`src/rtl/pcr_pkg.sv`:
```
package pcr_pkg;

    localparam int PALETTE_SIZE_DEF = 256;
    localparam int CH_W             = 8;
    localparam int SQ_W             = 2 * CH_W;
    localparam int DIST_W           = 18;
    localparam int IDX_OUT_W        = 8;

    localparam logic [DIST_W-1:0] MAX_DIST = DIST_W'(3 * 255 * 255);

    typedef struct packed {
        logic [CH_W-1:0] red;
        logic [CH_W-1:0] green;
        logic [CH_W-1:0] blue;
    } t_color;

    // status of the distance pipeline toward the sequencer
    typedef struct packed {
        logic vld;
        logic busy;
    } t_dist_st;

endpackage

```
`src/rtl/pcr_dist.sv`:
```
module pcr_dist (
    input  logic                             i_clk,
    input  logic                             i_rst_n,
    input  logic                             i_vld,
    input  logic                             i_flush,
    input  pcr_pkg::t_color                  i_entry,
    input  pcr_pkg::t_color                  i_color,
    output logic [pcr_pkg::DIST_W-1:0]       o_dist,
    output pcr_pkg::t_dist_st                o_st
);

    function automatic logic [pcr_pkg::CH_W-1:0] abs_diff(
        input logic [pcr_pkg::CH_W-1:0] a,
        input logic [pcr_pkg::CH_W-1:0] b
    );
        return (a >= b) ? (a - b) : (b - a);
    endfunction

    logic [pcr_pkg::CH_W-1:0]   dr, dg, db;
    logic [pcr_pkg::SQ_W-1:0]   r_sq_r, r_sq_g, r_sq_b;
    logic [pcr_pkg::DIST_W-1:0] r_dist;
    logic                       r_s1_vld, r_s2_vld;

    assign dr = abs_diff(i_entry.red,   i_color.red);
    assign dg = abs_diff(i_entry.green, i_color.green);
    assign db = abs_diff(i_entry.blue,  i_color.blue);

    always_ff @(posedge i_clk) begin
        if (!i_rst_n || i_flush) begin
            r_s1_vld <= 1'b0;
            r_s2_vld <= 1'b0;
        end else begin
            r_s1_vld <= i_vld;
            r_s2_vld <= r_s1_vld;
        end
    end

    // square the channel differences, then sum them
    always_ff @(posedge i_clk) begin
        r_sq_r <= pcr_pkg::SQ_W'(dr) * pcr_pkg::SQ_W'(dr);
        r_sq_g <= pcr_pkg::SQ_W'(dg) * pcr_pkg::SQ_W'(dg);
        r_sq_b <= pcr_pkg::SQ_W'(db) * pcr_pkg::SQ_W'(db);
        r_dist <= pcr_pkg::DIST_W'(r_sq_r) + pcr_pkg::DIST_W'(r_sq_g)
                + pcr_pkg::DIST_W'(r_sq_b);
    end

    assign o_dist    = r_dist;
    assign o_st.vld  = r_s2_vld;
    assign o_st.busy = r_s1_vld | r_s2_vld;

endmodule

```
`config.mk`:
```
export PLATFORM = sky130hd
export DESIGN_NAME = pcr_dist
export DESIGN_NICKNAME = d
export VERILOG_FILES = /design/src/rtl/pcr_pkg.sv /design/src/rtl/pcr_dist.sv
export SDC_FILE = /design/constraint.sdc
export NUM_CORES = 1
export LEC_CHECK = 0
export BUFFER_PORTS_ARGS = -buffer_cell sky130_fd_sc_hd__buf_2
export CAP_MARGIN = 20
export CORE_MARGIN = 3
export CORE_UTILIZATION = 62
export CTS_CLUSTER_DIAMETER = 60
export DETAILED_ROUTE_END_ITERATION = 8
export PLACE_DENSITY = 0.93
export RECOVER_POWER = 50
export REMOVE_ABC_BUFFERS = 1
export SLEW_MARGIN = 15
export SYNTH_ARGS = -nofsm -noshare
export SYNTH_HDL_FRONTEND = slang
export SYNTH_SLANG_ARGS = --single-unit
export TNS_END_PERCENT = 20
```
`constraint.sdc`:
```
create_clock -name i_clk -period 7.8 [get_ports i_clk]
set_clock_uncertainty 0.1 [all_clocks]
set_input_delay 0.39 -clock i_clk [delete_from_list [all_inputs] [get_ports i_clk]]
set_output_delay 0.39 -clock i_clk [all_outputs]
set_load 0.1 [all_outputs]
```
==> results of run 1 <==
## layer usage
metal	wire length, um	vias up	track usage (%)
met5	0	-	0
met4	459	0	7.35
met3	950	44	4.03
met2	9920	216	44.5
met1	8010	3507	28.7
li1	-	3509	-
## final cells by class
| type | instances | area [sq um] |
|---|---|---|
| sequential | 65 | 1300 |
| clock buffer | 13 | 280 |
| tap | 184 | 230 |
| clock inverter | 2 | 35.0 |
| fill | 1045 | 4560 |
| timing repair buffer | 71 | 328 |
| inverter | 213 | 800 |
| multi-input combinational | 747 | 7110 |
## cell usage in the layout (no fill, tap or decap), drive strengths merged, types with 25 or more instances in the layout
master and instances:
inv 213, xnor2 54, fa 97, clkbuf 35
dfxtp 65, a21oi 57, nor2 107, o21ai 25
a21o 31, nand2 29, ha 149, buf 49
## stage by stage
stage	area (sq um)	std cells	hold WS, ns	worst slack (ns)
4_1_cts	10100	1295	0.207	1.14
3_3_place_gp	9810	1280	0.379	1.08
5_1_grt	10100	1295	0.210	0.549
2_1_floorplan	9220	1025	0.362	1.59
6_report	10100	1295	0.210	0.876
3_5_place_dp	9810	1280	0.383	0.878
## registers in the layout (all words and copies together) (netlist names)
name      count
o_dist       18
r_sq_b       15
r_sq_g       15
r_sq_r       15
r_s1_vld      1
r_s2_vld      1
## worst min-delay path by stage
stage	start	end	depth (start not counted)
2_1_floorplan	r_s1_vld	r_s2_vld	1
3_3_place_gp	r_s1_vld	r_s2_vld	1
3_5_place_dp	r_s1_vld	r_s2_vld	1
4_1_cts	i_vld	r_s1_vld	2
5_1_grt	i_vld	r_s1_vld	2
6_report	i_vld	r_s1_vld	2
## cell families after synthesis
| kind of cell | after synthesis | share of synthesized area [%] |
|---|---|---|
| buffers and inverters | 231 | 9.79 |
| AND/OR/NAND/NOR | 224 | 11.9 |
| XOR/XNOR | 73 | 7.50 |
| multiplexers | 23 | 2.49 |
| adder cells (fa/ha/maj) | 246 | 40.8 |
| flip-flops | 65 | 13.9 |
| other | 1 | 0.0402 |
| AO/OA/AOI/OAI | 178 | 13.5 |
## worst register-to-register path: cells and delay by family, from the launching register on
family / cells / cell delay [ns]
AOI/OAI and AO/OA: 5 / 1.61
adders and majority gates: 2 / 0.72
and+or+nand+nor: 1 / 0.40
DFF: 1 / 0.32
xor gates and xnor gates: 1 / 0.15
==> results.md, run 1 <==
- Outcome: completed
- I/O pin cnt: a little over 70
- Area Overhead vs Synth: 8.09%
- Maximum clock path buffer count: 2
- Cells along the critical path: clkbuf_1, inv_1, ha_1, inv_1, fa_1, a21o_1, a211oi_2, o221ai_1, mux2i_1, nor2_1, fa_1, fa_1, inv_1, fa_1, fa_1, inv_1, ha_1, a2111oi_0, o31ai_1, a21oi_1, xnor2_1
- Pin count of the biggest net entering global routing: 13
- CP required: just under 8 ns
- RSZ-0062 raised after global routing: no
- Root Buffer: clkbuf_16
- Post-Route WL: ~19000 um
- Mapped Cells: roughly 1000
- Rel. slew slack: roughly a fifth
- Sequential area share after synthesis: between 10% and 20%
- Levels on crit path: 21
- Fmax: 144 MHz
- Worst r2r src: r_sq_r[3]
- Vias/cell: 5.62
- Post-synth cell types: 70
- Setup violations, final: 0
- Antenna Cells: 0
- TNS Setup: 0 ns
- Core Util, Final: between 60% and 70%
- Die area: between 15000 and 20000 sq um
- Post-synth ARST share: 0%
- First DRT Iteration DRCs: between 400 and 500
- GPL Wtd Cong: roughly 0.89
- Layout cells sized above 1: approximately a tenth
- Critical path class: in2reg
- CTS H-tree lvls: 3
- Drt first pass iters: 6
- ANT nets after route: 0
- Worst-path clk slew: ~0.06 ns
- DR WL/cell: around 15 um
- CP endpoint: r_sq_g[12]
- Reg2reg setup slack: approximately 4.4 ns
- Cell taking the most area after synthesis: fa_1
- Vias: about 7300
- Worst Setup Start Kind: primary input
- Final Hold Viols: 0
- Core area: between 10000 and 15000 sq um
- Worst setup EP type: flip-flop
- TritonCTS buffer count: 9
- Total congestion overflow: 0
- R2r endpoint: o_dist[16]
- Latest clock arrival within the worst-skew pair: 0.33 ns
- Count leader, synth: inv_1
- Fin crit period: 6.92 ns
- Hold Crit Class: in2reg
- Postcts setup bufs: 0
- Die span in x: roughly 130 um
- WP data arrival: between 7 and 8 ns
- CTS resizes: 0
- Syn avg cell area: approximately 9 sq um
- First-pass GRT wire length: roughly 33000 um
- Initial antenna violation count: 0
- Synth cell count leaders: 212 x inv_1, 149 x ha_1, 104 x nor2_1
- Yosys reg bits: 65
- Worst path top cell family by delay: adder cells
- Crit path from: i_entry[8]
- Max-slew violations: 0
- CTS tree: yes
- Clk sink count: 65
- Tcrit/Tclk final: between 80 and 90%
- Synth Flop Type: dfxtp_1
- R2R depth: 9
- Vias in the first global route: roughly 7500
- Max-cap violations: 0
- Yosys warns: 0
- Global router's overall resource usage: 24.2%
- Fin nets: 1405
- Post-Syn Area: 9330 sq um
- Critical path buffer and inverter count: 5
- Synth top area share: between 20% and 30%
- Chip height: ~130 um
- Synth top area cells: fa_1 21%, ha_1 20%, dfxtp_1 14%, inv_1 8.5%, xnor2_1 4.6%
- Most used cell, CP: fa_1
- Critical path fanouts, max: 11
- DRC viols: 0
- Rows: 44
- EDFF count, synth: 0
- Slowest CP cell: mux2i_1
- Slew @ Worst Pin: 1.20 ns
- Post-DP HPWL: 15100 um
- Largest stage delay on the critical path: between 0.9 and 1 ns
- CTS Hold Bufs: 0
- Starting Density: between 60% and 70%
- Port Buffers: a little over 70
Power of run 1 is not shown: default switching activity piles up to over one toggle a cycle in this logic, so the estimate is an artifact.
==> run 2: changes to the inputs <==
--- a/config.mk
+++ b/config.mk
@@ -13,7 +13,6 @@
 export DETAILED_ROUTE_END_ITERATION = 8
 export PLACE_DENSITY = 0.93
 export RECOVER_POWER = 50
-export REMOVE_ABC_BUFFERS = 1
 export SLEW_MARGIN = 15
 export SYNTH_ARGS = -nofsm -noshare
 export SYNTH_HDL_FRONTEND = slang
==> results.md, run 2 (same netlist as run 1, synthesis figures left out) <==
- Outcome: completed
- Commonest non-fill, non-tap cell in the layout: inv_1
- Hold path cells: 2
- Starting Density: between 60% and 70%
- Min Hold Slack: around 0.21 ns
- DR WL/cell: roughly 16 um
- Worst setup EP type: flip-flop
- Chip height: about 130 um
- Port Buffers: between 70 and 80
- Vias in the first global route: between 7000 and 8000
- Slew @ Worst Pin: between 1 and 1.5 ns
- Post-Route WL: roughly 20000 um
- Fin crit period: 6.80 ns
- Worst Setup Start Kind: primary input
- Total congestion overflow: 0
- Layout cells sized above 1: 10.1%
- GPL Wtd Cong: 0.871
- Drt first pass iters: 5
- Final Hold Viols: 0
- CTS resizes: 0
- Tcrit/Tclk final: between 80 and 90%
- Area Overhead vs Synth: 8.17%
- CP required: between 7 and 8 ns
- TNS Setup: 0 ns
- Maximum clock path buffer count: 2
- CTS tree: yes
- Max-cap violations: 0
- Fmax: 147 MHz
- ANT nets after route: 0
- Worst r2r src: r_sq_r[3]
- Slowest CP cell: a2111oi_1
- Global router's overall resource usage: about a quarter
- First-pass GRT wire length: around 35000 um
- Initial antenna violation count: 0
- Pin count of the biggest net entering global routing: 13
- Cells along the critical path: clkbuf_1, inv_1, ha_1, inv_1, fa_1, a21o_1, a211oi_2, o221ai_1, mux2i_1, xnor2_1, or2_2, inv_1, fa_1, fa_1, fa_1, inv_1, fa_1, inv_1, ha_1, a2111oi_1, o31ai_1, a21oi_1, xnor2_1
- Setup violations, final: 0
- Die area: approximately 17000 sq um
- Beginning of the worst hold path: i_vld
- Critical path fanouts, max: 9
- Latest clock arrival within the worst-skew pair: ~0.34 ns
- Most frequent cells in the layout: 212 x inv_1, 149 x ha_1, 104 x nor2_1
- Rel. slew slack: 20.1%
- TritonCTS buffer count: 9
- DRC viols: 0
- Die span in x: 129 um
- Vias/cell: between 5 and 6
- Max-slew violations: 0
- Core Util, Final: 68.9%
- Critical path buffer and inverter count: 6
- CP endpoint: r_sq_g[12]
- Post-DP HPWL: 16100 um
- Rows: 44
- Worst-path clk slew: ~0.060 ns
- WP data arrival: 6.97 ns
- RSZ-0062 raised after global routing: no
- Antenna Cells: 0
- Fin nets: roughly 1400
- Root Buffer: clkbuf_16
- Reg2reg setup slack: 4.22 ns
- First DRT Iteration DRCs: about 500
- Core area: ~15000 sq um
- I/O pin cnt: between 70 and 80
- Crit path from: i_entry[8]
- CTS H-tree lvls: 3
- Clk sink count: 65
- Postcts setup bufs: 0
- R2R depth: 9
- Max reg flops: 18
- CTS Hold Bufs: 0
- Largest stage delay on the critical path: 0.89 ns
- Levels on crit path: 23
- R2r endpoint: o_dist[14]
- Worst path top cell family by delay: adder cells
- Vias: between 7000 and 8000
- Critical path class: in2reg
- Hold Crit Class: in2reg
==> run 2: area by class of cell <==
cell class,instances,area [sq um]
Clock buffer,10,229
Clock inverter,6,92.6
Fill cell,1074,4550
Inverter,213,800
Multi-Input combinational cell,747,7110
Sequential cell,65,1300
Tap cell,184,230
Timing Repair Buffer,71,328
==> run 2: per-layer routing <==
metal	global-route usage (%)	share of wire (%)	vias to the layer above
li1	-	-	3520
met1	29.0	39	3584
met2	48.5	53	255
met3	4.77	4.9	67
met4	9.57	3.3	0
met5	0	0	-
==> run 2: through the flow <==
stage / instance area, sq um / instances / setup WS (ns)
floorplan: 9340 / 1043 / 1.59
global placement: 9810 / 1280 / 1.06
detailed placement: 9810 / 1280 / 0.775
CTS: 10100 / 1296 / 0.990
global route: 10100 / 1296 / 0.612
finish: 10100 / 1296 / 1.00
==> run 2: worst reg2reg max path, cell delays in order, from the launching register on <==
cell and delay, ns:
dfxtp_1 0.32, fa_1 0.47, ha_1 0.20, a21oi_1 0.20, o21bai_1 0.12, a2111oi_0 1.03
o31ai_1 0.31, nor3_1 0.43, o31a_1 0.20, xnor2_1 0.12
==> run 2: worst min-delay path by stage <==
stage | end | slack (ns)
6_report | r_s1_vld | 0.21
5_1_grt | r_s1_vld | 0.20
4_1_cts | r_s1_vld | 0.20
3_5_place_dp | r_s2_vld | 0.42
3_3_place_gp | r_s2_vld | 0.38
2_1_floorplan | r_s2_vld | 0.36
Power of run 2 is left out for the same reason.
==> run 3: changes to the inputs <==
--- a/config.mk
+++ b/config.mk
@@ -13,6 +13,7 @@
 export DETAILED_ROUTE_END_ITERATION = 8
 export PLACE_DENSITY = 0.93
 export RECOVER_POWER = 50
+export SETUP_SLACK_MARGIN = 0.5
 export SLEW_MARGIN = 15
 export SYNTH_ARGS = -nofsm -noshare
 export SYNTH_HDL_FRONTEND = slang
==> constraint.sdc (replaced) <==
create_clock -name i_clk -period 6.5 [get_ports i_clk]
set_clock_uncertainty 0.1 [all_clocks]
set_input_delay 0.325 -clock i_clk [delete_from_list [all_inputs] [get_ports i_clk]]
set_output_delay 0.325 -clock i_clk [all_outputs]
set_load 0.1 [all_outputs]
==> results.md, run 3 (same netlist as run 1, synthesis figures left out) <==
- CP required: between 6 and 7 ns
- WP data arrival: 6.28 ns
- Post-DP HPWL: 15900 um
- Rows: 44
- Root Buffer: clkbuf_16
- Worst setup EP type: flip-flop
- Critical path buffer and inverter count: 8
- Setup violations, final: 0
- Rel. slew slack: about a fifth
- GR Util met2: approximately half
- Tcrit/Tclk final: 94.1%
- Latest clock arrival within the worst-skew pair: 0.35 ns
- Met1 Track Usage GR: between 30% and 40%
- Worst path top cell family by delay: adder cells
- Gr busiest metal: met2
- Pin count of the biggest net entering global routing: 12
- Port Buffers: between 70 and 80
- Starting Density: between 60% and 70%
- Worst-path clk slew: 0.06 ns
- Max reg flops: 18
- Commonest non-fill, non-tap cell in the layout: inv_1
- Core area: ~15000 sq um
- Final Instance Count excl. Fillers: between 1000 and 1500
- Largest stage delay on the critical path: between 0.5 and 0.6 ns
- DRC viols: 0
- Maximum clock path buffer count: 2
- Global router's overall resource usage: between 20% and 30%
- ANT nets after route: 0
- Fmax: roughly 160 MHz
- RSZ-0062 raised after global routing: yes
- CTS H-tree lvls: 3
- Storage cell area: ~1300 sq um
- GPL Wtd Cong: just under 0.9
- Fin nets: around 1500
- Outcome: completed
- Post-Route WL: 29300 um
- Slowest CP cell: fa_1
- Drt first pass iters: 6
- Area Overhead vs Synth: 21.9%
- Critical path fanouts, max: 6
- TritonCTS buffer count: 9
- First-pass GRT wire length: ~37000 um
- Worst Setup Start Kind: primary input
- Global Route met3 Usage: under 10%
- Final Hold Viols: 0
- Fin crit period: a little over 6 ns
- Chip height: ~130 um
- Antenna Cells: 0
- CTS Hold Bufs: 0
- Most used cell, CP: inv_1
- Max-cap violations: 0
- CTS tree: yes
- Initial antenna violation count: 0
- Vias: around 8500
- Vias in the first global route: about 8100
- Final worst slack: 0.384 ns
- Max-slew violations: 0
- FILL cells: a little over 800
- Critical path class: in2reg
- DR WL/cell: roughly 22 um
- Vias/cell: around 6.3
- Placed Cells incl. Taps: between 1000 and 1500
- Most frequent cells in the layout: 197 x inv_1, 129 x ha_1, 93 x nor2_1
- Die span in x: 129 um
- Die area: 16600 sq um
- Pre-CTS WS: -0.208 ns
- Area of the multi-input gates: between 7000 and 8000 sq um
- Hold Crit Class: in2reg
- Clk sink count: 65
- I/O pin cnt: a little over 70
- Layout cells sized above 1: between 20% and 30%
- First DRT Iteration DRCs: between 900 and 1000
- Total congestion overflow: 0
- Slew @ Worst Pin: roughly 1.2 ns
run 3: layout make-up:
class	count	area share, %
Sequential cell	65	11.4
Inverter	213	7.08
Clock buffer	11	2.05
Timing Repair Buffer	137	7.66
Tap cell	184	2.03
Clock inverter	5	0.913
Multi-Input combinational cell	747	68.8
run 3: metal layers:
| layer | part of all wire [%] | vias up |
|---|---|---|
| met3 | 7.5 | 207 |
| met5 | 0 | - |
| met1 | 36 | 4106 |
| met2 | 51 | 575 |
| met4 | 6.3 | 0 |
| li1 | - | 3652 |
run 3: repair_timing:
item	in CTS	in global routing
buffers inserted	13	33
cloned	0	2
pin swaps	11	70
resized for setup	26	116
setup endpoints to repair	12	14
run 3: path summary, 6_finish.rpt:
kind,startpoint,endpoint,slack [ns],cells past startpoint
worst max register to register,r_sq_r[3],o_dist[16],2.93,10
worst max-delay path,i_entry[8],r_sq_g[13],0.38,28
worst min register to register,r_s1_vld,r_s2_vld,0.45,1
worst min-delay path,i_vld,r_s1_vld,0.14,2
run 3: per-stage QoR:
stage	hold WS, ns	setup TNS [ns]	area [sq um]	util, %
global placement	0.377	0	9940	67.9
floorplan	0.362	0	9340	-
detailed placement	0.380	-0.548	9940	67.9
finish	0.144	0	11400	77.6
CTS	0.129	0	10500	72.0
global route	0.154	0	11400	77.6
Power of run 3 is left out for the same reason.
